[config.mk]
export PLATFORM = sky130hd
export DESIGN_NAME = lsmp_back
export DESIGN_NICKNAME = d
export VERILOG_FILES = /design/src/rtl/core/lsmp_pkg.sv /design/src/rtl/core/lsmp_back.sv
export SDC_FILE = /design/constraint.sdc
export NUM_CORES = 2
export LEC_CHECK = 0
export BUFFER_PORTS_ARGS = -buffer_cell sky130_fd_sc_hd__buf_2
export CAP_MARGIN = 10
export CORE_ASPECT_RATIO = 0.75
export CORE_MARGIN = 2
export CORE_UTILIZATION = 57
export DETAILED_ROUTE_END_ITERATION = 6
export GPL_ROUTABILITY_DRIVEN = 0
export PLACE_DENSITY = 0.84
export SKIP_LAST_GASP = 1
export SLEW_MARGIN = 10
export SYNTH_ARGS = -nofsm -noshare
export SYNTH_HDL_FRONTEND = slang
export SYNTH_SLANG_ARGS = --single-unit
[constraint.sdc]
create_clock -name aclk -period 18.48 [get_ports aclk]
set_input_delay 2.772 -clock aclk [delete_from_list [all_inputs] [get_ports aclk]]
set_output_delay 2.772 -clock aclk [all_outputs]
set_load 0.05 [all_outputs]
[src/rtl/core/lsmp_pkg.sv]
`timescale 1ns / 1ps
`default_nettype none

package lsmp_pkg;

    localparam int ANGLE_BITS_DEF = 16;
    localparam int ANGLE_BITS_MAX = 24;
    localparam int PHASE_W        = 32;
    localparam int CORDIC_ITERS   = 24;
    localparam logic signed [33:0] CORDIC_K = 34'sd652032874;

    typedef enum logic [2:0] {
        REG_MOUNT_X       = 3'd0,
        REG_MOUNT_Y       = 3'd1,
        REG_MOUNT_HEADING = 3'd2,
        REG_START_ANGLE   = 3'd3,
        REG_ANGLE_STEP    = 3'd4,
        REG_MIN_RANGE     = 3'd5,
        REG_MAX_RANGE     = 3'd6
    } reg_idx_t;

    typedef struct packed {
        logic [31:0] mount_x;
        logic [31:0] mount_y;
        logic [15:0] mount_heading;
        logic [15:0] start_angle;
        logic [15:0] angle_step;
        logic [23:0] min_range;
        logic [23:0] max_range;
    } cfg_t;

    // one queued beam, angles already scaled to a full 32-bit turn
    typedef struct packed {
        logic        first;
        logic        valid;
        logic [23:0] range;
        logic [31:0] beam_phase;
        logic [31:0] robot_x;
        logic [31:0] robot_y;
        logic [31:0] robot_phase;
    } beam_entry_t;

    typedef struct packed {
        logic        start;
        logic [31:0] phase;
    } cordic_req_t;

    typedef struct packed {
        logic        done;
        logic [31:0] cos_q30;
        logic [31:0] sin_q30;
    } cordic_rsp_t;

    // atan(2^-i) in units of 2^-32 turn
    function automatic logic [31:0] cordic_atan(input logic [4:0] idx);
        logic [31:0] v;
        case (idx)
            5'd0:    v = 32'd536870912;
            5'd1:    v = 32'd316933406;
            5'd2:    v = 32'd167458907;
            5'd3:    v = 32'd85004756;
            5'd4:    v = 32'd42667331;
            5'd5:    v = 32'd21354465;
            5'd6:    v = 32'd10679838;
            5'd7:    v = 32'd5340245;
            5'd8:    v = 32'd2670163;
            5'd9:    v = 32'd1335087;
            5'd10:   v = 32'd667544;
            5'd11:   v = 32'd333772;
            5'd12:   v = 32'd166886;
            5'd13:   v = 32'd83443;
            5'd14:   v = 32'd41722;
            5'd15:   v = 32'd20861;
            5'd16:   v = 32'd10430;
            5'd17:   v = 32'd5215;
            5'd18:   v = 32'd2608;
            5'd19:   v = 32'd1304;
            5'd20:   v = 32'd652;
            5'd21:   v = 32'd326;
            5'd22:   v = 32'd163;
            5'd23:   v = 32'd81;
            default: v = 32'd0;
        endcase
        return v;
    endfunction

endpackage

`default_nettype wire

[src/rtl/core/lsmp_back.sv]
`timescale 1ns / 1ps
`default_nettype none

module lsmp_back (
    input  logic                  aclk,
    input  logic                  aresetn,
    input  lsmp_pkg::cfg_t        cfg,
    input  logic                  queue_empty,
    input  lsmp_pkg::beam_entry_t queue_head,
    output logic                  queue_pop,
    output lsmp_pkg::cordic_req_t cordic_req,
    input  lsmp_pkg::cordic_rsp_t cordic_rsp,
    output logic                  m_tvalid,
    input  logic                  m_tready,
    output logic [63:0]           m_tdata
);
    import lsmp_pkg::*;

    localparam logic signed [65:0] HALF_Q30 = 66'sd536870912;

    typedef enum logic [4:0] {
        ST_IDLE,
        ST_POSE_START,
        ST_POSE_WAIT,
        ST_POSE_M0,
        ST_POSE_M1,
        ST_POSE_M2,
        ST_POSE_M3,
        ST_POSE_M4,
        ST_POSE_M5,
        ST_BEAM_START,
        ST_BEAM_WAIT,
        ST_BEAM_M0,
        ST_BEAM_M1,
        ST_BEAM_M2,
        ST_BEAM_M3,
        ST_OUT
    } state_t;

    state_t             state_reg;
    beam_entry_t        cur_reg;
    logic [31:0]        sensor_x_reg;
    logic [31:0]        sensor_y_reg;
    logic signed [63:0] prod_reg;
    logic signed [65:0] acc_reg;
    logic [31:0]        px_reg;
    logic [31:0]        py_reg;
    logic               out_valid_reg;
    logic [31:0]        out_x_reg;
    logic [31:0]        out_y_reg;

    logic signed [31:0] mul_a;
    logic signed [31:0] mul_b;
    logic signed [65:0] prod_ext;
    logic signed [65:0] acc_shift;
    logic [31:0]        sum_base;
    logic [36:0]        sum_full;
    logic [31:0]        sum_sat;

    function automatic logic [31:0] sat32(input logic [36:0] v);
        logic [31:0] r;
        if ((&v[36:31]) || !(|v[36:31])) begin
            r = v[31:0];
        end else begin
            r = v[36] ? 32'h8000_0000 : 32'h7FFF_FFFF;
        end
        return r;
    endfunction

    assign queue_pop = (state_reg == ST_IDLE) && !queue_empty;

    assign cordic_req.start = (state_reg == ST_POSE_START) || (state_reg == ST_BEAM_START);
    assign cordic_req.phase = (state_reg == ST_POSE_START) ? cur_reg.robot_phase
                                                           : cur_reg.beam_phase;

    always_comb begin
        mul_a = '0;
        mul_b = '0;
        case (state_reg)
            ST_POSE_M0: begin
                mul_a = $signed(cordic_rsp.cos_q30);
                mul_b = $signed(cfg.mount_x);
            end
            ST_POSE_M1: begin
                mul_a = $signed(cordic_rsp.sin_q30);
                mul_b = $signed(cfg.mount_y);
            end
            ST_POSE_M2: begin
                mul_a = $signed(cordic_rsp.sin_q30);
                mul_b = $signed(cfg.mount_x);
            end
            ST_POSE_M3: begin
                mul_a = $signed(cordic_rsp.cos_q30);
                mul_b = $signed(cfg.mount_y);
            end
            ST_BEAM_M0: begin
                mul_a = $signed({8'd0, cur_reg.range});
                mul_b = $signed(cordic_rsp.cos_q30);
            end
            ST_BEAM_M1: begin
                mul_a = $signed({8'd0, cur_reg.range});
                mul_b = $signed(cordic_rsp.sin_q30);
            end
            default: begin
            end
        endcase
    end

    always_comb begin
        case (state_reg)
            ST_POSE_M3: sum_base = cur_reg.robot_x;
            ST_POSE_M5: sum_base = cur_reg.robot_y;
            ST_BEAM_M2: sum_base = sensor_x_reg;
            default:    sum_base = sensor_y_reg;
        endcase
    end

    // q46 to q16 with the rounding half already in the accumulator
    assign prod_ext  = {{2{prod_reg[63]}}, prod_reg};
    assign acc_shift = acc_reg >>> 30;
    assign sum_full  = {{5{sum_base[31]}}, sum_base} + acc_shift[36:0];
    assign sum_sat   = sat32(sum_full);

    assign m_tvalid = out_valid_reg;
    assign m_tdata  = {out_y_reg, out_x_reg};

    always_ff @(posedge aclk) begin
        if (!aresetn) begin
            state_reg     <= ST_IDLE;
            sensor_x_reg  <= '0;
            sensor_y_reg  <= '0;
            out_valid_reg <= 1'b0;
        end else begin
            prod_reg <= mul_a * mul_b;
            if (out_valid_reg && m_tready && (state_reg != ST_OUT)) begin
                out_valid_reg <= 1'b0;
            end
            case (state_reg)
                ST_IDLE: begin
                    if (!queue_empty) begin
                        cur_reg   <= queue_head;
                        state_reg <= queue_head.first ? ST_POSE_START : ST_BEAM_START;
                    end
                end
                ST_POSE_START: state_reg <= ST_POSE_WAIT;
                ST_POSE_WAIT: begin
                    if (cordic_rsp.done) begin
                        state_reg <= ST_POSE_M0;
                    end
                end
                ST_POSE_M0: state_reg <= ST_POSE_M1;
                ST_POSE_M1: begin
                    acc_reg   <= prod_ext;
                    state_reg <= ST_POSE_M2;
                end
                ST_POSE_M2: begin
                    acc_reg   <= acc_reg - prod_ext + HALF_Q30;
                    state_reg <= ST_POSE_M3;
                end
                ST_POSE_M3: begin
                    sensor_x_reg <= sum_sat;
                    acc_reg      <= prod_ext;
                    state_reg    <= ST_POSE_M4;
                end
                ST_POSE_M4: begin
                    acc_reg   <= acc_reg + prod_ext + HALF_Q30;
                    state_reg <= ST_POSE_M5;
                end
                ST_POSE_M5: begin
                    sensor_y_reg <= sum_sat;
                    state_reg    <= cur_reg.valid ? ST_BEAM_START : ST_IDLE;
                end
                ST_BEAM_START: state_reg <= ST_BEAM_WAIT;
                ST_BEAM_WAIT: begin
                    if (cordic_rsp.done) begin
                        state_reg <= ST_BEAM_M0;
                    end
                end
                ST_BEAM_M0: state_reg <= ST_BEAM_M1;
                ST_BEAM_M1: begin
                    acc_reg   <= prod_ext + HALF_Q30;
                    state_reg <= ST_BEAM_M2;
                end
                ST_BEAM_M2: begin
                    px_reg    <= sum_sat;
                    acc_reg   <= prod_ext + HALF_Q30;
                    state_reg <= ST_BEAM_M3;
                end
                ST_BEAM_M3: begin
                    py_reg    <= sum_sat;
                    state_reg <= ST_OUT;
                end
                ST_OUT: begin
                    if (!out_valid_reg || m_tready) begin
                        out_valid_reg <= 1'b1;
                        out_x_reg     <= px_reg;
                        out_y_reg     <= py_reg;
                        state_reg     <= ST_IDLE;
                    end
                end
                default: state_reg <= ST_IDLE;
            endcase
        end
    end

endmodule

`default_nettype wire

==> results_dict.tcl <==
set metrics [dict create \
    status "finished, violations left" \
    reg2reg_slack_ns 5.98 \
    yosysSeqAreaShare_pct 20.80 \
    hold_class "flop to flop" \
    fin_skew_ns 0.02816 \
    worstHoldStart "py_reg[22]" \
    synthArstFlopShare_pct 0 \
    num_vias 55353 \
    holdBufCountCts 0 \
    post_cts_resized 0 \
    die_w_um 396.8 \
    synthToLayoutAreaGrowth_pct 7.676 \
    critPathMaxStageDelay_ns 0.82 \
    crit_path_max_fanout 33 \
    worstSetupPathType "flop to flop" \
    crit_arrival_ns 12.85 \
    grt_first_pass_wirelength_um 320300 \
    drc_errors 211 \
    post-route-util_pct 61.62 \
    avgSynthCellArea_sq_um 9.353 \
    postRouteAntennaNets 0 \
    drv_cap 0 \
    design_area_sq_um 71030 \
    dieHeight_um 298.6 \
    clock_path_buffers 3 \
    synth.distinct_cells 90 \
    tightest_slew_ns 1.366 \
    setup_viol 0 \
    grt_max_degree 79 \
    final_cell_mix "inv_1, fa_1, nand2_1, nor2_1, ha_1" \
    drt-vias-per-instance 6.275 \
    dieArea_sq_um 118500 \
    cts_tree "done" \
    synth.ff_latch_count 480 \
    crit_required_ns 18.83 \
    grt-ovfl-total 0 \
    rows 108 \
    fin_crit_sh_pct 67.63 \
    first_global_vias 56227 \
    synth_edf_count 411 \
    portBuffers 385 \
    initialDrtViolationCount 8727 \
    path_buf_inv 7 \
    drt_wl_total_um 209400 \
    period_needed_ns 12.50 \
    coreArea_sq_um 115300 \
    peakVddDrop_uv 104.7 \
    power.density_nw_per_um2 117.3 \
    htree_levels 2 \
    insertion_delay_ns 0.64 \
    yosysWarnings 0 \
    dr.pass1.iters 7 \
    slew_headroom_pct 8.934 \
    cpMostUsedCell "fa_1" \
    layout-drive-gt1-share_pct 9.065 \
    cts_sinks 480 \
    path_clk_slew_ns 0.07 \
    place_ws_ns 6.006 \
    syn_inst 7053 \
    start_util_pct 57.23 \
    synth_ff_type "edfxtp_1" \
    leakage_nw 32.99 \
    start_kind "flop" \
    design_power_total_mw 8.334 \
    post_cts_buffers 0 \
    cts_buffers 48 \
    grt_use_total_pct 35.22 \
    end_kind "flop" \
    placed_area_sq_um 69330 \
    worst_slack_ns 5.981 \
    dp_hpwl_um 160700 \
    final_hold_viol_count 0 \
    syn_nets 9000 \
    drv_slew 0 \
    critPathTopFamily "adder cells" \
    max_freq_mhz 80.01 \
    final_nets 9180 \
    cp-startpoint "state_reg[3]" \
    r2r-start "state_reg[3]" \
    violations "design-rule violations" \
    rsz0062_at_grt "false" \
    largest_reg_flops 153 \
    final_common_cell "inv_1" \
    finalSetupTns_ns 0 \
    netlist_area_sq_um 65970 \
    antenna_found_initial 10 \
    wire_per_inst_um 23.74 \
    slowest_stage "nand2_1" \
    ios 482 \
    root_buffer "clkbuf_16" \
]
cell type report:
class	instances	area, sq um
multi-input cells	4993	46400
fillers	8847	44230
flip-flops and latches	480	13720
inverters	1224	4594
repair buffers	486	2688
well taps	1540	1927
clock buffers	56	1282
clock inverters	31	385.4
diodes	11	27.53
routing by layer:
| metal | track usage, % | routed length [um] | vias up |
|---|---|---|---|
| li1 | - | - | 23184 |
| met2 | 49.52 | 84250 | 4742 |
| met3 | 18.12 | 39570 | 988 |
| met1 | 45.89 | 73890 | 26417 |
| met5 | 3.135 | 678 | - |
| met4 | 13.52 | 11040 | 22 |
per-stage QoR:
stage               hold slack (ns)  std cells
floorplan                    0.4003       7053
global placement             0.4023       8723
detailed placement           0.4045       8723
CTS                          0.4032       8810
global route                 0.4036       8819
finish                       0.4014       8821
where the power goes:
part / internal, mW / total, mW / switching, mW
logic: 1.86 / 5.59 / 3.72
registers: 1.51 / 1.70 / 0.185
clock network: 0.589 / 1.05 / 0.460
total: 3.96 / 8.33 / 4.37
synth_stat cells, types with 18 or more instances:
| cell | number | area, sq um |
|---|---|---|
| a211oi_1 | 30 | 225.2 |
| clkbuf_1 | 326 | 1224 |
| a31oi_1 | 68 | 425.4 |
| nand4_1 | 77 | 481.7 |
| o21ai_0 | 255 | 1276 |
| a21oi_1 | 326 | 1632 |
| dfxtp_1 | 69 | 1381 |
| o211ai_1 | 27 | 202.7 |
| fa_1 | 1085 | 21720 |
| o22ai_1 | 18 | 112.6 |
| buf_1 | 20 | 75.07 |
| mux2_2 | 32 | 360.4 |
| nand3_1 | 77 | 385.4 |
| a221o_1 | 20 | 200.2 |
| nand2_1 | 903 | 3390 |
| and3_1 | 44 | 275.3 |
| nor2b_1 | 29 | 181.4 |
| nor2_1 | 626 | 2350 |
| inv_1 | 1222 | 4587 |
| a22oi_1 | 80 | 600.6 |
| a21o_1 | 139 | 1044 |
| and4_1 | 30 | 262.8 |
| xnor2_1 | 134 | 1174 |
| edfxtp_1 | 411 | 12340 |
| ha_1 | 479 | 5993 |
| nor3_1 | 60 | 300.3 |
| xor2_1 | 81 | 709.4 |
| nand2b_1 | 32 | 200.2 |
| o21bai_1 | 35 | 262.8 |
| and2_1 | 43 | 269.0 |
cell families after synthesis:
family                   count (synthesis)  share of synthesized area, %
AO/OA/AOI/OAI                         1190                         11.71
XOR/XNOR                               215                         2.854
adder cells (fa/ha/maj)               1564                         42.01
buffers and inverters                 1580                         9.009
flip-flops                             480                         20.80
multiplexers                            38                        0.6373
AND/OR/NAND/NOR                       1986                         12.97
final timing paths:
path,depth (start not counted),end
worst max-delay path,32,prod_reg[62]
worst min-delay path,0,out_y_reg[22]
worst max register to register,32,prod_reg[62]
worst min register to register,0,out_y_reg[22]
Note: power is estimated with default switching activity, not from simulation.
