===== config.mk =====
export PLATFORM = sky130hd
export DESIGN_NAME = lsmp_cordic
export DESIGN_NICKNAME = d
export VERILOG_FILES = /design/src/rtl/core/lsmp_pkg.sv /design/src/rtl/core/lsmp_cordic.sv
export SDC_FILE = /design/constraint.sdc
export NUM_CORES = 1
export LEC_CHECK = 0
export ABC_AREA = 0
export BUFFER_PORTS_ARGS = -buffer_cell sky130_fd_sc_hd__buf_2
export CELL_PAD_IN_SITES_DETAIL_PLACEMENT = 2
export CELL_PAD_IN_SITES_GLOBAL_PLACEMENT = 2
export CORE_MARGIN = 3
export CORE_UTILIZATION = 40
export CTS_CLUSTER_SIZE = 25
export DETAILED_ROUTE_END_ITERATION = 16
export PLACE_DENSITY = 0.87
export SLEW_MARGIN = 15
export SYNTH_ARGS = -nofsm -noshare
export SYNTH_HDL_FRONTEND = slang
export SYNTH_SLANG_ARGS = --single-unit

===== constraint.sdc =====
create_clock -name aclk -period 9.4 [get_ports aclk]
set_input_delay 0.47 -clock aclk [delete_from_list [all_inputs] [get_ports aclk]]
set_output_delay 0.47 -clock aclk [all_outputs]
set_load 0.03 [all_outputs]

===== src/rtl/core/lsmp_pkg.sv =====
`timescale 1ns / 1ps
`default_nettype none

package lsmp_pkg;

    localparam int ANGLE_BITS_DEF = 16;
    localparam int ANGLE_BITS_MAX = 24;
    localparam int PHASE_W        = 32;
    localparam int CORDIC_ITERS   = 24;
    localparam logic signed [33:0] CORDIC_K = 34'sd652032874;

    typedef enum logic [2:0] {
        REG_MOUNT_X       = 3'd0,
        REG_MOUNT_Y       = 3'd1,
        REG_MOUNT_HEADING = 3'd2,
        REG_START_ANGLE   = 3'd3,
        REG_ANGLE_STEP    = 3'd4,
        REG_MIN_RANGE     = 3'd5,
        REG_MAX_RANGE     = 3'd6
    } reg_idx_t;

    typedef struct packed {
        logic [31:0] mount_x;
        logic [31:0] mount_y;
        logic [15:0] mount_heading;
        logic [15:0] start_angle;
        logic [15:0] angle_step;
        logic [23:0] min_range;
        logic [23:0] max_range;
    } cfg_t;

    // one queued beam, angles already scaled to a full 32-bit turn
    typedef struct packed {
        logic        first;
        logic        valid;
        logic [23:0] range;
        logic [31:0] beam_phase;
        logic [31:0] robot_x;
        logic [31:0] robot_y;
        logic [31:0] robot_phase;
    } beam_entry_t;

    typedef struct packed {
        logic        start;
        logic [31:0] phase;
    } cordic_req_t;

    typedef struct packed {
        logic        done;
        logic [31:0] cos_q30;
        logic [31:0] sin_q30;
    } cordic_rsp_t;

    // atan(2^-i) in units of 2^-32 turn
    function automatic logic [31:0] cordic_atan(input logic [4:0] idx);
        logic [31:0] v;
        case (idx)
            5'd0:    v = 32'd536870912;
            5'd1:    v = 32'd316933406;
            5'd2:    v = 32'd167458907;
            5'd3:    v = 32'd85004756;
            5'd4:    v = 32'd42667331;
            5'd5:    v = 32'd21354465;
            5'd6:    v = 32'd10679838;
            5'd7:    v = 32'd5340245;
            5'd8:    v = 32'd2670163;
            5'd9:    v = 32'd1335087;
            5'd10:   v = 32'd667544;
            5'd11:   v = 32'd333772;
            5'd12:   v = 32'd166886;
            5'd13:   v = 32'd83443;
            5'd14:   v = 32'd41722;
            5'd15:   v = 32'd20861;
            5'd16:   v = 32'd10430;
            5'd17:   v = 32'd5215;
            5'd18:   v = 32'd2608;
            5'd19:   v = 32'd1304;
            5'd20:   v = 32'd652;
            5'd21:   v = 32'd326;
            5'd22:   v = 32'd163;
            5'd23:   v = 32'd81;
            default: v = 32'd0;
        endcase
        return v;
    endfunction

endpackage

`default_nettype wire


===== src/rtl/core/lsmp_cordic.sv =====
`timescale 1ns / 1ps
`default_nettype none

module lsmp_cordic (
    input  logic                  aclk,
    input  logic                  aresetn,
    input  lsmp_pkg::cordic_req_t req,
    output lsmp_pkg::cordic_rsp_t rsp
);
    import lsmp_pkg::*;

    logic signed [33:0] x_reg;
    logic signed [33:0] y_reg;
    logic signed [32:0] z_reg;
    logic [4:0]         iter_reg;
    logic [1:0]         quad_reg;
    logic               busy_reg;
    logic               done_reg;
    logic [31:0]        cos_reg;
    logic [31:0]        sin_reg;

    logic signed [33:0] dx;
    logic signed [33:0] dy;
    logic signed [33:0] neg_x;
    logic signed [33:0] neg_y;
    logic signed [32:0] atan_val;

    assign dx       = y_reg >>> iter_reg;
    assign dy       = x_reg >>> iter_reg;
    assign neg_x    = -x_reg;
    assign neg_y    = -y_reg;
    assign atan_val = $signed({1'b0, cordic_atan(iter_reg)});

    assign rsp.done    = done_reg;
    assign rsp.cos_q30 = cos_reg;
    assign rsp.sin_q30 = sin_reg;

    always_ff @(posedge aclk) begin
        if (!aresetn) begin
            busy_reg <= 1'b0;
            done_reg <= 1'b0;
        end else begin
            done_reg <= !req.start && busy_reg && (iter_reg == 5'(CORDIC_ITERS));
            if (req.start) begin
                x_reg    <= CORDIC_K;
                y_reg    <= '0;
                z_reg    <= $signed({3'b000, req.phase[29:0]});
                quad_reg <= req.phase[31:30];
                iter_reg <= '0;
                busy_reg <= 1'b1;
            end else if (busy_reg) begin
                if (iter_reg == 5'(CORDIC_ITERS)) begin
                    // fold the quadrant back in
                    case (quad_reg)
                        2'd0: begin
                            cos_reg <= 32'(x_reg);
                            sin_reg <= 32'(y_reg);
                        end
                        2'd1: begin
                            cos_reg <= 32'(neg_y);
                            sin_reg <= 32'(x_reg);
                        end
                        2'd2: begin
                            cos_reg <= 32'(neg_x);
                            sin_reg <= 32'(neg_y);
                        end
                        default: begin
                            cos_reg <= 32'(y_reg);
                            sin_reg <= 32'(neg_x);
                        end
                    endcase
                    busy_reg <= 1'b0;
                end else begin
                    if (!z_reg[32]) begin
                        x_reg <= x_reg - dx;
                        y_reg <= y_reg + dy;
                        z_reg <= z_reg - atan_val;
                    end else begin
                        x_reg <= x_reg + dx;
                        y_reg <= y_reg - dy;
                        z_reg <= z_reg + atan_val;
                    end
                    iter_reg <= iter_reg + 5'd1;
                end
            end
        end
    end

endmodule

`default_nettype wire


==> metrics.yaml, run 1 <==
cts_tree: "yes"
finalWorstSetupSlack_ps: 1180
holdBufCountCts: 0
vias_per_cell: 6.70
timing.rr.end: "y_reg[32]"
grt_start_max_net_pins: 104
nNetsFinal: 2710
start_kind: "flop"
irDropWorstVdd_mv: 0.195
cts_root_buffer: "clkbuf_16"
syn-cell-area_mm2: 0.0227
grt_first_pass_wirelength_um: 148000
wirelength_um: 97500
fin_worst_skew_ps: 27.2
synth_compound_area_share_pct: 19.9
cellPowerDensity_mw_per_mm2: 414
cap_violations: 0
fmax_mhz: 122
syn_inst: 2589
start_util_pct: 40.8
rsz0062_at_grt: "no"
worst_skew_pair.late_latency_ps: 590
cts_resized: 0
cts-htree-levels: 1
path_class: "flop to flop"
synth-edff-count: 172
final-hold-violation-count: 0
cts.sinks: 204
synth_top_family_by_area: "compound AO/OA/AOI/OAI gates"
muxShareOfSynthArea_pct: 17.5
placementRows: 86
slew_headroom_pct: 29.9
num_vias: 22313
total_power_mw: 10.2
grt_pass1_vias: 24040
postRouteAntennaNets: 0
synth.distinct_cells: 88
arrival_ps: 8550
tightest_slew_ps: 1050
grt-ovfl-total: 0
hold_class: "input pin to flop"
rr_worst_depth: 22
layout-drive-gt1-share_pct: 15.1
synth_ff_type: "edfxtp_1"
wl_per_cell_um: 29.3
setup_viol: 0
cts_buffers: 26
die_width_um: 244
clk_pin_slew_ps: 60
synth_fp_nets: 2739
r2r-start: "iter_reg[0]"
synth_seq_area_share_pct: 25.6
dieArea_mm2: 0.0596
worstPathMaxFanout: 103
antenna_found_initial: 4
first_pass_iters: 5
track_usage_pct: 31.8
clockBufferDepth: 3
synth_fa_ha_area_share_pct: 6.44
min_to: "quad_reg[0]"
dp_hpwl_um: 71500
area_growth_pct: 8.04
tns_ps: 0
cp.required_ps: 9730
leakage_nw: 9.27
drcViolationCount: 0
drt_iter0_markers: 2231
chipHeight_um: 244
finalCritPeriodShare_pct: 87.4
core_area_mm2: 0.0556
synth_warnings: 0
gp_congestion: 1.04
synthSimpleGateAreaFrac_pct: 17.9
synthXorXnorAreaFrac_pct: 8.30
port_buffers: 99
synthArstFlopShare_pct: 0
final-max-slew-violation-count: 0
place_ws_ps: 1430
min_period_ps: 8220
hold_start: "req[30]"
post-cts-setup-buffers: 0
yosys_register_bits: 204
reg2reg_setup_slack_ps: 1180
worstHoldPathCells: 1
final_core_util_pct: 44.1
endpoint_kind: "flop"
outcome: "complete, no violations"
top_level_ports: 100
avgSynthCellArea_um2: 8.77
critical path: stages (launching register included):
cell	delay, ps
edfxtp_1	750
buf_12	570
mux4_2	600
mux2i_1	280
o221ai_1	180
a311oi_1	740
nand4_1	270
or3_1	520
inv_1	110
nor2_1	60
xor2_1	170
ha_1	400
a21oi_1	150
o21ai_0	120
or3_1	360
o21ai_0	300
a21oi_1	120
buf_4	190
a221oi_1	690
o21ai_0	430
a2111oi_0	480
o21bai_1	130
mux2_2	280
through the flow:
step / hold slack, ps / cells / instance area (um2)
2_1_floorplan: 445 / 2589 / 22700
3_3_place_gp: 495 / 3280 / 23700
3_5_place_dp: 522 / 3280 / 23700
4_1_cts: 56.0 / 3327 / 24500
5_1_grt: 59.4 / 3328 / 24500
6_report: 75.9 / 3331 / 24500
power breakdown:
group / internal [mW] / leakage (nW) / switching [mW]
Sequential: 1.41 / 1.88 / 0.869
Combinational: 2.81 / 6.99 / 4.05
Clock: 0.572 / 0.402 / 0.434
Total: 4.79 / 9.27 / 5.36
worst max path at each step:
stage,from,slack [ps],end
floorplan,iter_reg[3],2560,x_reg[33]
global placement,iter_reg[0],1820,y_reg[32]
detailed placement,iter_reg[0],1430,y_reg[32]
CTS,iter_reg[0],1320,y_reg[32]
global route,iter_reg[0],650,y_reg[32]
finish,iter_reg[0],1180,y_reg[32]
cell usage after synthesis, drive strengths merged, types with 9 or more instances:
master / number / area share, %
o22ai: 18 / 0.50
a21o: 42 / 1.4
nand2b: 32 / 0.88
a211o: 9 / 0.35
a32oi: 10 / 0.39
mux4: 111 / 11
edfxtp: 172 / 23
o21bai: 12 / 0.40
a211oi: 37 / 1.2
and3: 27 / 0.75
or3: 20 / 0.57
clkbuf: 135 / 2.2
a311oi: 9 / 0.35
or4: 14 / 0.55
ha: 112 / 6.2
o211ai: 19 / 0.63
a221oi: 12 / 0.46
nand2: 224 / 3.7
and2: 30 / 0.83
o21ai: 174 / 3.8
nand3: 38 / 0.84
a21boi: 15 / 0.50
inv: 51 / 0.84
nand4: 10 / 0.28
dfxtp: 32 / 2.8
nor2: 276 / 4.6
o21a: 20 / 0.66
buf: 64 / 1.3
nor3: 59 / 1.3
a31oi: 27 / 0.74
xor2: 112 / 4.3
a22oi: 19 / 0.63
nor2b: 47 / 1.3
o31ai: 14 / 0.46
mux2: 63 / 3.1
or2: 10 / 0.28
nor4: 19 / 0.52
xnor2: 103 / 4.0
a21oi: 198 / 4.4
mux2i: 75 / 3.3
nor3b: 16 / 0.55
metal layers:
layer	wire [um]	GRT usage, %	vias up
met1	38900	40.0	11375
li1	-	-	9635
met2	46600	53.7	1024
met4	4070	12.5	0
met3	7970	6.34	279
met5	0	0	-
layout by cell type, fill, tap and decap left out, types with 20 or more instances in the layout:
cell type / instances
nor2_1: 274
nand2_1: 224
a21oi_1: 198
o21ai_0: 174
edfxtp_1: 172
xor2_1: 112
ha_1: 112
mux4_2: 108
xnor2_1: 103
buf_2: 98
mux2i_1: 75
mux2_2: 63
nor3_1: 56
inv_1: 49
nor2b_1: 47
a21o_1: 42
buf_4: 42
nand3_1: 38
a211oi_1: 37
nand2b_1: 32
dfxtp_1: 32
and2_1: 29
a31oi_1: 27
clkbuf_16: 27
and3_1: 26
o21a_1: 20
kinds of logic (layout without fill, tap and decap cells):
kind of cell | count (synthesis) | count (layout)
compound gates | 709 | 709
buf+inv | 251 | 241
other cells | 0 | 4
fa+ha+maj | 115 | 115
flops | 204 | 204
mux | 249 | 249
xor+xnor | 215 | 215
simple gates | 846 | 846
final cells by class:
class,count,area [um2]
diodes,4,10.0
clock buffers,38,747
clock inverters,9,66.3
fillers,6122,31100
inverters,52,198
multi-input cells,2134,15900
flip-flops and latches,204,5810
well taps,748,936
repair buffers,142,846
Note: power is estimated with default switching activity, not from simulation.
==> run 2: changes to the inputs <==
Settings changed: PLACE_DENSITY 0.87 to 0.89.
==> metrics.yaml, run 2 (same netlist as run 1, synthesis figures left out) <==
layout-drive-gt1-share_pct: 16.0
fin_worst_skew_ps: 23.6
cp.required_ps: 9720
vias_per_cell: 6.82
chipHeight_um: 244
core_area_mm2: 0.0556
layout_commonest_cell: "nor2_1"
wirelength_um: 104000
worstPathCellList: "buf_4 > mux4_2 > mux2i_1 > o221ai_1 > a311oi_1 > nand4_1 > or3_1 > inv_1 > nor2_1 > xor2_1 > ha_1 > a21oi_1 > o21ai_0 > or3_1 > o21ai_0 > a21oi_1 > a221oi_1 > buf_4 > o21ai_0 > a2111oi_0 > o21bai_1 > mux2_2"
path_class: "flop to flop"
clk_pin_slew_ps: 60
finalWorstSetupSlack_ps: 735
clockBufferDepth: 3
cts.sinks: 204
cts_buffers: 27
crit_slowest_cell: "edfxtp_1"
combinationalPowerShare_pct: 68.8
grt_util_met2_pct: 55.0
holdBufCountCts: 0
swShare_pct: 53.1
grt_use_met1_pct: 43.2
p_seq_share_pct: 20.8
endpoint_kind: "flop"
dp_hpwl_um: 75500
track_usage_pct: 33.9
clkPwrFrac_pct: 10.4
die_width_um: 244
tightest_slew_ps: 1200
cts_resized: 0
place_ws_ps: 1080
cts-htree-levels: 1
grt_pass1_vias: 24391
drt_iter0_markers: 2605
postRouteAntennaNets: 0
rsz0062_at_grt: "no"
irDropWorstVdd_mv: 0.152
drcViolationCount: 0
num_vias: 22836
hold_class: "input pin to flop"
fmax_mhz: 115
p_int_mw: 4.89
antenna_found_initial: 1
start_util_pct: 40.8
top_usage_layer: "met2"
dieArea_mm2: 0.0596
post-cts-setup-buffers: 0
cp_common_cell: "o21ai_0"
final-hold-violation-count: 0
area_growth_pct: 9.03
crit_buf_inv: 3
nNetsFinal: 2732
use_met3_pct: 7.43
final_cell_mix: "nor2_1 (274), nand2_1 (224), a21oi_1 (198), o21ai_0 (174), edfxtp_1 (172)"
tns_ps: 0
port_buffers: 99
start_kind: "flop"
setup_viol: 0
arrival_ps: 8990
cap_violations: 0
leakage_nw: 9.41
switchingPower_mw: 5.53
top_level_ports: 100
wl_per_cell_um: 31.1
worst_skew_pair.late_latency_ps: 580
final_core_util_pct: 44.5
outcome: "complete, no violations"
gp_congestion: 1.06
crit_path_max_incr_delay_ps: 1100
final-max-slew-violation-count: 0
finalCritPeriodShare_pct: 92.2
cts_tree: "yes"
min_period_ps: 8660
placementRows: 86
cts_root_buffer: "clkbuf_16"
grt-ovfl-total: 0
cellPowerDensity_mw_per_mm2: 421
path_delay_family: "compound AO/OA/AOI/OAI gates"
grt_start_max_net_pins: 102
first_pass_iters: 8
slew_headroom_pct: 19.0
antenna_cells: 0
grt_first_pass_wirelength_um: 157000
worstPathMaxFanout: 27
## run 2: cell types whose count changed in the layout (fill, tap and decap cells not counted), sizes merged
cell | before | now
diode | 4 | 0
bufinv | 1 | 2
clkinv | 9 | 8
clkbuf | 38 | 40
buf | 142 | 163
## run 2: routing by layer
layer	part of all wire [%]	up-vias	routed length (um)
met5	0.015	-	16
met4	5.2	2	5440
met3	9.4	345	9820
met2	46	1207	47900
met1	39	11601	40900
li1	-	9681	-
## run 2: metrics by stage
stage	instances	power, mW	hold WS [ps]	instance area, um2
detailed placement	3301	8.99	505	23900
CTS	3350	10.2	71.2	24700
finish	3350	10.4	81.1	24700
global route	3350	11.0	82.0	24700
floorplan	2589	6.70	445	22700
global placement	3301	8.43	496	23900
## run 2: layout make-up
class / instances / area [um2]
clock buffer: 40 / 796
clock inverter: 9 / 92.6
fill: 6039 / 30900
inverter: 52 / 198
multi-input combinational: 2134 / 15900
sequential: 204 / 5810
tap: 748 / 936
timing repair buffer: 163 / 991
## run 2: power by group through the flow
stage	sequential, mW	combinational [mW]	clock (mW)
floorplan	1.57	5.13	0
global route	2.14	7.76	1.12
global placement	2.06	6.37	0
detailed placement	2.10	6.89	0
CTS	2.09	7.03	1.09
finish	2.17	7.17	1.08
## run 2: worst paths after layout
path	end	start	cells past startpoint	slack, ps
setup / recovery	y_reg[32]	iter_reg[0]	22	740
hold / removal	quad_reg[1]	req[31]	1	80
setup reg to reg	y_reg[32]	iter_reg[0]	22	740
hold reg to reg	done_reg	busy_reg	2	520
