### src/rtl/core/lsmp_pkg.sv
`timescale 1ns / 1ps
`default_nettype none

package lsmp_pkg;

    localparam int ANGLE_BITS_DEF = 16;
    localparam int ANGLE_BITS_MAX = 24;
    localparam int PHASE_W        = 32;
    localparam int CORDIC_ITERS   = 24;
    localparam logic signed [33:0] CORDIC_K = 34'sd652032874;

    typedef enum logic [2:0] {
        REG_MOUNT_X       = 3'd0,
        REG_MOUNT_Y       = 3'd1,
        REG_MOUNT_HEADING = 3'd2,
        REG_START_ANGLE   = 3'd3,
        REG_ANGLE_STEP    = 3'd4,
        REG_MIN_RANGE     = 3'd5,
        REG_MAX_RANGE     = 3'd6
    } reg_idx_t;

    typedef struct packed {
        logic [31:0] mount_x;
        logic [31:0] mount_y;
        logic [15:0] mount_heading;
        logic [15:0] start_angle;
        logic [15:0] angle_step;
        logic [23:0] min_range;
        logic [23:0] max_range;
    } cfg_t;

    // one queued beam, angles already scaled to a full 32-bit turn
    typedef struct packed {
        logic        first;
        logic        valid;
        logic [23:0] range;
        logic [31:0] beam_phase;
        logic [31:0] robot_x;
        logic [31:0] robot_y;
        logic [31:0] robot_phase;
    } beam_entry_t;

    typedef struct packed {
        logic        start;
        logic [31:0] phase;
    } cordic_req_t;

    typedef struct packed {
        logic        done;
        logic [31:0] cos_q30;
        logic [31:0] sin_q30;
    } cordic_rsp_t;

    // atan(2^-i) in units of 2^-32 turn
    function automatic logic [31:0] cordic_atan(input logic [4:0] idx);
        logic [31:0] v;
        case (idx)
            5'd0:    v = 32'd536870912;
            5'd1:    v = 32'd316933406;
            5'd2:    v = 32'd167458907;
            5'd3:    v = 32'd85004756;
            5'd4:    v = 32'd42667331;
            5'd5:    v = 32'd21354465;
            5'd6:    v = 32'd10679838;
            5'd7:    v = 32'd5340245;
            5'd8:    v = 32'd2670163;
            5'd9:    v = 32'd1335087;
            5'd10:   v = 32'd667544;
            5'd11:   v = 32'd333772;
            5'd12:   v = 32'd166886;
            5'd13:   v = 32'd83443;
            5'd14:   v = 32'd41722;
            5'd15:   v = 32'd20861;
            5'd16:   v = 32'd10430;
            5'd17:   v = 32'd5215;
            5'd18:   v = 32'd2608;
            5'd19:   v = 32'd1304;
            5'd20:   v = 32'd652;
            5'd21:   v = 32'd326;
            5'd22:   v = 32'd163;
            5'd23:   v = 32'd81;
            default: v = 32'd0;
        endcase
        return v;
    endfunction

endpackage

`default_nettype wire

### src/rtl/core/lsmp_front.sv
`timescale 1ns / 1ps
`default_nettype none

module lsmp_front #(
    parameter int ANGLE_BITS = lsmp_pkg::ANGLE_BITS_DEF
) (
    input  logic                  aclk,
    input  logic                  aresetn,
    input  logic                  s_tvalid,
    output logic                  s_tready,
    input  logic [103:0]          s_tdata,
    input  logic [1:0]            s_tuser,
    input  lsmp_pkg::cfg_t        cfg,
    input  logic                  queue_full,
    output logic                  push,
    output lsmp_pkg::beam_entry_t entry
);
    import lsmp_pkg::*;

    localparam int PAD = PHASE_W - ANGLE_BITS;

    logic [23:0]               beam_range;
    logic [15:0]               robot_heading;
    logic                      range_finite;
    logic                      first_beam;
    logic                      accept;

    logic [ANGLE_BITS-1:0]     sensor_heading_reg;
    logic [15:0]               beam_index_reg;
    logic [ANGLE_BITS-1:0]     robot_ang;
    logic [ANGLE_BITS-1:0]     heading_next;
    logic [15:0]               index_cur;
    logic [ANGLE_BITS_MAX-1:0] step_ext;
    logic [ANGLE_BITS_MAX-1:0] step_prod;
    logic [ANGLE_BITS-1:0]     beam_ang;

    assign beam_range    = s_tdata[23:0];
    assign robot_heading = s_tdata[103:88];
    assign range_finite  = s_tuser[0];
    assign first_beam    = s_tuser[1];

    assign robot_ang    = ANGLE_BITS'(robot_heading);
    assign heading_next = first_beam ? robot_ang + ANGLE_BITS'(cfg.mount_heading)
                                     : sensor_heading_reg;
    assign index_cur    = first_beam ? 16'd0 : beam_index_reg;
    assign step_ext     = ANGLE_BITS_MAX'($signed(cfg.angle_step));
    assign step_prod    = ANGLE_BITS_MAX'(index_cur) * step_ext;
    assign beam_ang     = heading_next + ANGLE_BITS'(cfg.start_angle)
                        + ANGLE_BITS'(step_prod);

    assign entry.first       = first_beam;
    assign entry.valid       = range_finite && (beam_range >= cfg.min_range)
                               && (beam_range <= cfg.max_range);
    assign entry.range       = beam_range;
    assign entry.beam_phase  = PHASE_W'(beam_ang) << PAD;
    assign entry.robot_x     = s_tdata[55:24];
    assign entry.robot_y     = s_tdata[87:56];
    assign entry.robot_phase = PHASE_W'(robot_ang) << PAD;

    assign s_tready = !queue_full;
    assign accept   = s_tvalid && s_tready;
    // rejected beams that start no scan never reach the back end
    assign push     = accept && (first_beam || entry.valid);

    always_ff @(posedge aclk) begin
        if (!aresetn) begin
            sensor_heading_reg <= '0;
            beam_index_reg     <= '0;
        end else if (accept) begin
            beam_index_reg <= index_cur + 16'd1;
            if (first_beam) begin
                sensor_heading_reg <= heading_next;
            end
        end
    end

endmodule

`default_nettype wire

### config.mk
export PLATFORM = sky130hd
export DESIGN_NAME = lsmp_front
export DESIGN_NICKNAME = d
export VERILOG_FILES = /design/src/rtl/core/lsmp_pkg.sv /design/src/rtl/core/lsmp_front.sv
export SDC_FILE = /design/constraint.sdc
export NUM_CORES = 1
export LEC_CHECK = 0
export ABC_CLOCK_PERIOD_IN_PS = 13300
export BUFFER_PORTS_ARGS = -buffer_cell sky130_fd_sc_hd__buf_2
export CORE_AREA = 2 2 167 169
export CTS_CLUSTER_SIZE = 40
export DETAILED_ROUTE_END_ITERATION = 12
export DIE_AREA = 0 0 169 171
export PLACE_DENSITY = 0.59
export SETUP_SLACK_MARGIN = 0.3
export SYNTH_ARGS = -nofsm -noshare
export SYNTH_HDL_FRONTEND = slang
export SYNTH_SLANG_ARGS = --single-unit
### constraint.sdc
create_clock -name aclk -period 13.3 [get_ports aclk]
set_clock_uncertainty 0.15 [all_clocks]
set_input_delay 2.66 -clock aclk [delete_from_list [all_inputs] [get_ports aclk]]
set_output_delay 2.66 -clock aclk [all_outputs]
set_load 0.05 [all_outputs]
==> report_table.html <==
<table>
<tr><th>Metric</th><th>Value</th></tr>
<tr><th colspan="2">Outcome</th></tr>
<tr><td>Status</td><td>finished clean</td></tr>
<tr><th colspan="2">Power and ir drop</th></tr>
<tr><td>Relative contribution of combinational cells to total power</td><td>0.707</td></tr>
<tr><td>P_leak</td><td>0.005349 µW</td></tr>
<tr><td>Switching share of power</td><td>0.5309</td></tr>
<tr><td>Power, Total</td><td>roughly 730 µW</td></tr>
<tr><td>Total internal power</td><td>343.8 µW</td></tr>
<tr><td>Relative contribution of the clock network to total power</td><td>0.156</td></tr>
<tr><td>Reg power frac</td><td>0.137</td></tr>
<tr><td>Pwr per Cell Area</td><td>72.97 nW/µm²</td></tr>
<tr><td>IR drop worst, VDD</td><td>39.17 µV</td></tr>
<tr><td>Switching power summed over all nets</td><td>389.1 µW</td></tr>
<tr><th colspan="2">Yosys</th></tr>
<tr><td>Top-area cell type share of the netlist area</td><td>0.2298</td></tr>
<tr><td>Yosys top cell by area</td><td>sky130_fd_sc_hd__fa_1</td></tr>
<tr><td>Number of distinct library cells after synthesis</td><td>57</td></tr>
<tr><td>Post-synth design cell area</td><td>9409 µm²</td></tr>
<tr><td>Syn Inst Count</td><td>between 1k and 1.5k</td></tr>
<tr><td>Syn_area_per_cell</td><td>~8 µm²</td></tr>
<tr><td>Post-synthesis async set-or-reset flop share</td><td>0</td></tr>
<tr><td>Share of the yosys chip area belonging to registers</td><td>0.06809</td></tr>
<tr><td>Number of warning messages in the yosys log</td><td>0</td></tr>
<tr><td>Cell with the most instances after synthesis</td><td>sky130_fd_sc_hd__inv_1</td></tr>
<tr><td>Number of synthesized register bits</td><td>32</td></tr>
<tr><td>Most common flop cell mapped by yosys</td><td>sky130_fd_sc_hd__dfxtp_1</td></tr>
<tr><td>Ranking of synthesized cells by instance count</td><td>sky130_fd_sc_hd__inv_1, sky130_fd_sc_hd__buf_4, sky130_fd_sc_hd__nand2_1</td></tr>
<tr><td>Leading cell types by total area after synthesis</td><td>sky130_fd_sc_hd__fa_1, sky130_fd_sc_hd__ha_1, sky130_fd_sc_hd__buf_4</td></tr>
<tr><td>Number of enable flip-flop cells after synthesis</td><td>0</td></tr>
<tr><th colspan="2">Worst setup path</th></tr>
<tr><td>Maximum fanout encountered on the critical timing path</td><td>4</td></tr>
<tr><td>Crit end category</td><td>output pin</td></tr>
<tr><td>Length in cells of the worst reg-to-reg path</td><td>8</td></tr>
<tr><td>Data required time of the critical path</td><td>10.49 ns</td></tr>
<tr><td>Category of the critical setup timing path</td><td>input port to output pin</td></tr>
<tr><td>Cell with the largest stage delay on the worst path</td><td>sky130_fd_sc_hd__fa_1</td></tr>
<tr><td>Top delay family on crit path</td><td>adder cells</td></tr>
<tr><td>Register-to-register setup slack</td><td>between 10 and 15 ns</td></tr>
<tr><td>Crit Reg-Reg Startpoint</td><td>beam_index_reg[5]$_SDFFE_PN0P_</td></tr>
<tr><td>Slowest cell delay on critical path</td><td>0.52 ns</td></tr>
<tr><td>Count of buffer and inverter cells on the critical path</td><td>5</td></tr>
<tr><td>Startpoint kind of the worst setup timing path</td><td>input port</td></tr>
<tr><td>Endpoint arrival time on the critical path</td><td>approximately 9.7 ns</td></tr>
<tr><td>Capture instance of the worst register-to-register path</td><td>beam_index_reg[14]$_SDFFE_PN0P_</td></tr>
<tr><th colspan="2">Route</th></tr>
<tr><td>Detail-routed net length per standard cell</td><td>approximately 15 µm</td></tr>
<tr><td>DRC violations left</td><td>0</td></tr>
<tr><td>Per-cell via count in the routed design</td><td>4.558</td></tr>
<tr><td>Routed wire length</td><td>24400 µm</td></tr>
<tr><td>Total number of vias</td><td>7234</td></tr>
<tr><td>Initial DRT Pass Iterations</td><td>4</td></tr>
<tr><td>Remaining antenna violation count</td><td>0</td></tr>
<tr><td>Initial DRC count</td><td>247</td></tr>
<tr><th colspan="2">Global route</th></tr>
<tr><td>Largest net degree at the start of global routing</td><td>35</td></tr>
<tr><td>Overall routing resource usage</td><td>0.1703</td></tr>
<tr><td>First-pass GRT wire length</td><td>~38000 µm</td></tr>
<tr><td>Antenna violations before repair</td><td>7</td></tr>
<tr><td>Vias in the first global route</td><td>7128</td></tr>
<tr><td>Global route overflow</td><td>0</td></tr>
<tr><th colspan="2">STA</th></tr>
<tr><td>Post-route minimum period</td><td>12.50 ns</td></tr>
<tr><td>Number of endpoints failing setup at the final stage</td><td>0</td></tr>
<tr><td>Final Hold Fails</td><td>0</td></tr>
<tr><td>Max Clk Rate</td><td>around 0.08 GHz</td></tr>
<tr><td>Max-slew headroom</td><td>0.2345</td></tr>
<tr><td>Final Max Tran Viols</td><td>0</td></tr>
<tr><td>Worst Tran Pin Value</td><td>1.144 ns</td></tr>
<tr><td>Ratio of final minimum period to clock period</td><td>0.9398</td></tr>
<tr><td>Total Negative Setup Slacks</td><td>0 ns</td></tr>
<tr><td>Unrepaired setup endpoints after global routing</td><td>no</td></tr>
<tr><th colspan="2">Finish</th></tr>
<tr><td>Final-stage net count</td><td>~1.7k</td></tr>
<tr><td>Design Area, Final</td><td>10040 µm²</td></tr>
<tr><td>Share of cells above drive strength 1</td><td>0.1812</td></tr>
<tr><td>Area growth syn-to-layout</td><td>6.742%</td></tr>
<tr><th colspan="2">Floorplanning</th></tr>
<tr><td>Floorplan die area</td><td>28900 µm²</td></tr>
<tr><td>Die span in x</td><td>169 µm</td></tr>
<tr><td>Core region area</td><td>roughly 27000 µm²</td></tr>
<tr><td>Starting density of the core</td><td>0.3444</td></tr>
<tr><td>Number of ports placed on the die boundary</td><td>around 430</td></tr>
<tr><td>Chip Height</td><td>171 µm</td></tr>
<tr><td>Site Rows</td><td>61</td></tr>
<tr><th colspan="2">Clocking</th></tr>
<tr><td>Clock transition at the register clock pins on the worst setup and hold paths after CTS</td><td>0.05 ns</td></tr>
<tr><td>Later-pin clock latency in the skew report</td><td>about 0.28 ns</td></tr>
<tr><td>Number of clock sinks seen by CTS</td><td>32</td></tr>
<tr><td>Post-CTS Hold Fix Bufs</td><td>0</td></tr>
<tr><td>Setup fix buffers added after clock tree synthesis</td><td>0</td></tr>
<tr><td>H-tree level count</td><td>2</td></tr>
<tr><td>TritonCTS Buffers</td><td>5</td></tr>
<tr><td>Bufs on Longest Clock Path</td><td>2</td></tr>
<tr><td>CTS tree</td><td>done</td></tr>
<tr><td>Resize count post-CTS</td><td>0</td></tr>
<tr><td>Cell at the root of the clock tree</td><td>sky130_fd_sc_hd__clkbuf_16</td></tr>
<tr><th colspan="2">Worst hold path</th></tr>
<tr><td>WHS Path Cells</td><td>2</td></tr>
<tr><td>Source of the worst hold timing path</td><td>sensor_heading_reg[10]$_SDFFE_PN0P_</td></tr>
<tr><td>Worst min-delay path endpoint</td><td>sensor_heading_reg[10]$_SDFFE_PN0P_</td></tr>
<tr><td>Class of the worst hold path</td><td>flip-flop to flip-flop</td></tr>
<tr><th colspan="2">Place</th></tr>
<tr><td>Placed standard-cell area</td><td>9884 µm²</td></tr>
<tr><td>Half-perimeter wire length after detailed placement</td><td>~21000 µm</td></tr>
<tr><td>Number of buffers inserted by port buffering</td><td>201</td></tr>
<tr><td>Routability Congestion</td><td>0.8467</td></tr>
<tr><th colspan="2">Run</th></tr>
<tr><td>MaxCap Viol Count</td><td>0</td></tr>
</table>
## final cells by class
type | instances | area, µm²
diodes | 5 | 12.51
multi-input cells | 769 | 6927
fillers | 2914 | 17280
inverters | 218 | 818.3
flip-flops and latches | 32 | 640.6
clock buffers | 8 | 146.4
repair buffers | 209 | 1066
well taps | 346 | 432.9
## tightest hold or removal path: stages, from the launching register on
cell and delay (ns):
sky130_fd_sc_hd__dfxtp_1 0.30, sky130_fd_sc_hd__nand2_1 0.05, sky130_fd_sc_hd__a21boi_1 0.05
## routing by layer
metal,part of all wire,wire length [µm],GRT usage,up-vias
li1,-,-,-,3593
met1,0.42,10310,0.2122,3399
met2,0.49,12060,0.3061,211
met3,0.061,1490,0.02683,29
met4,0.022,529,0.04534,2
met5,0.00029,7,0,-
## power groups by stage
stage               sequential (µW)  combinational [µW]  clock [µW]
global route                    100                 574         123
detailed placement              102                 524           0
finish                          100                 518         115
global placement                102                 517           0
CTS                             100                 527         118
floorplan                       102                 465           0
## layout by cell type (no fill, tap or decap), types with 3 or more instances in the layout
cell / count
sky130_fd_sc_hd__o21bai_1: 3
sky130_fd_sc_hd__clkbuf_16: 5
sky130_fd_sc_hd__a31oi_1: 4
sky130_fd_sc_hd__a211oi_1: 3
sky130_fd_sc_hd__and2_1: 67
sky130_fd_sc_hd__xnor2_1: 53
sky130_fd_sc_hd__xor2_1: 14
sky130_fd_sc_hd__conb_1: 32
sky130_fd_sc_hd__nor2b_1: 22
sky130_fd_sc_hd__buf_4: 8
sky130_fd_sc_hd__and3_1: 4
sky130_fd_sc_hd__dfxtp_1: 32
sky130_fd_sc_hd__nor4_1: 4
sky130_fd_sc_hd__o21a_1: 10
sky130_fd_sc_hd__a21oi_1: 32
sky130_fd_sc_hd__o21ai_0: 18
sky130_fd_sc_hd__diode_2: 5
sky130_fd_sc_hd__o211a_1: 3
sky130_fd_sc_hd__a21o_1: 18
sky130_fd_sc_hd__mux2_2: 3
sky130_fd_sc_hd__nand2_1: 133
sky130_fd_sc_hd__o211ai_1: 3
sky130_fd_sc_hd__mux2i_1: 11
sky130_fd_sc_hd__o2111ai_1: 3
sky130_fd_sc_hd__nor3_1: 4
sky130_fd_sc_hd__nor2_1: 23
sky130_fd_sc_hd__o21ai_1: 4
sky130_fd_sc_hd__a21boi_1: 6
sky130_fd_sc_hd__fa_1: 108
sky130_fd_sc_hd__nand3_1: 16
sky130_fd_sc_hd__ha_1: 128
sky130_fd_sc_hd__nand4_1: 6
sky130_fd_sc_hd__a21boi_0: 8
sky130_fd_sc_hd__inv_1: 217
sky130_fd_sc_hd__buf_2: 201
## how the worst max path moves through the flow
stage                 endpoint   startpoint  slack, ns  depth (start not counted)
finish              entry[127]  s_tdata[88]       0.80                         28
global route        entry[127]  s_tdata[88]       0.38                         28
CTS                 entry[127]  s_tdata[88]       0.73                         28
detailed placement  entry[127]  s_tdata[88]       0.75                         28
global placement    entry[127]  s_tdata[88]       0.77                         28
floorplan           entry[127]  s_tdata[88]       1.16                         25
## stage by stage
| stage | hold slack, ns | setup slack (ns) | std cells | utilization |
|---|---|---|---|---|
| 2_1_floorplan | 0.2774 | 1.163 | 1185 | - |
| 3_3_place_gp | 0.2857 | 0.7692 | 1574 | 0.3618 |
| 3_5_place_dp | 0.2958 | 0.7546 | 1574 | 0.3618 |
| 4_1_cts | 0.3031 | 0.7268 | 1582 | 0.3671 |
| 5_1_grt | 0.3262 | 0.3799 | 1583 | 0.3672 |
| 6_report | 0.3007 | 0.8001 | 1587 | 0.3676 |
## cells by family after synthesis
logic type / synth area share
compound gates: 0.08697
xor+xnor: 0.06942
fa+ha+maj: 0.4000
buf+inv: 0.2081
flops: 0.06808
mux: 0.01529
other cells: 0.0003986
simple gates: 0.1517
No activity file was read; power rests on OpenSTA's default activity.
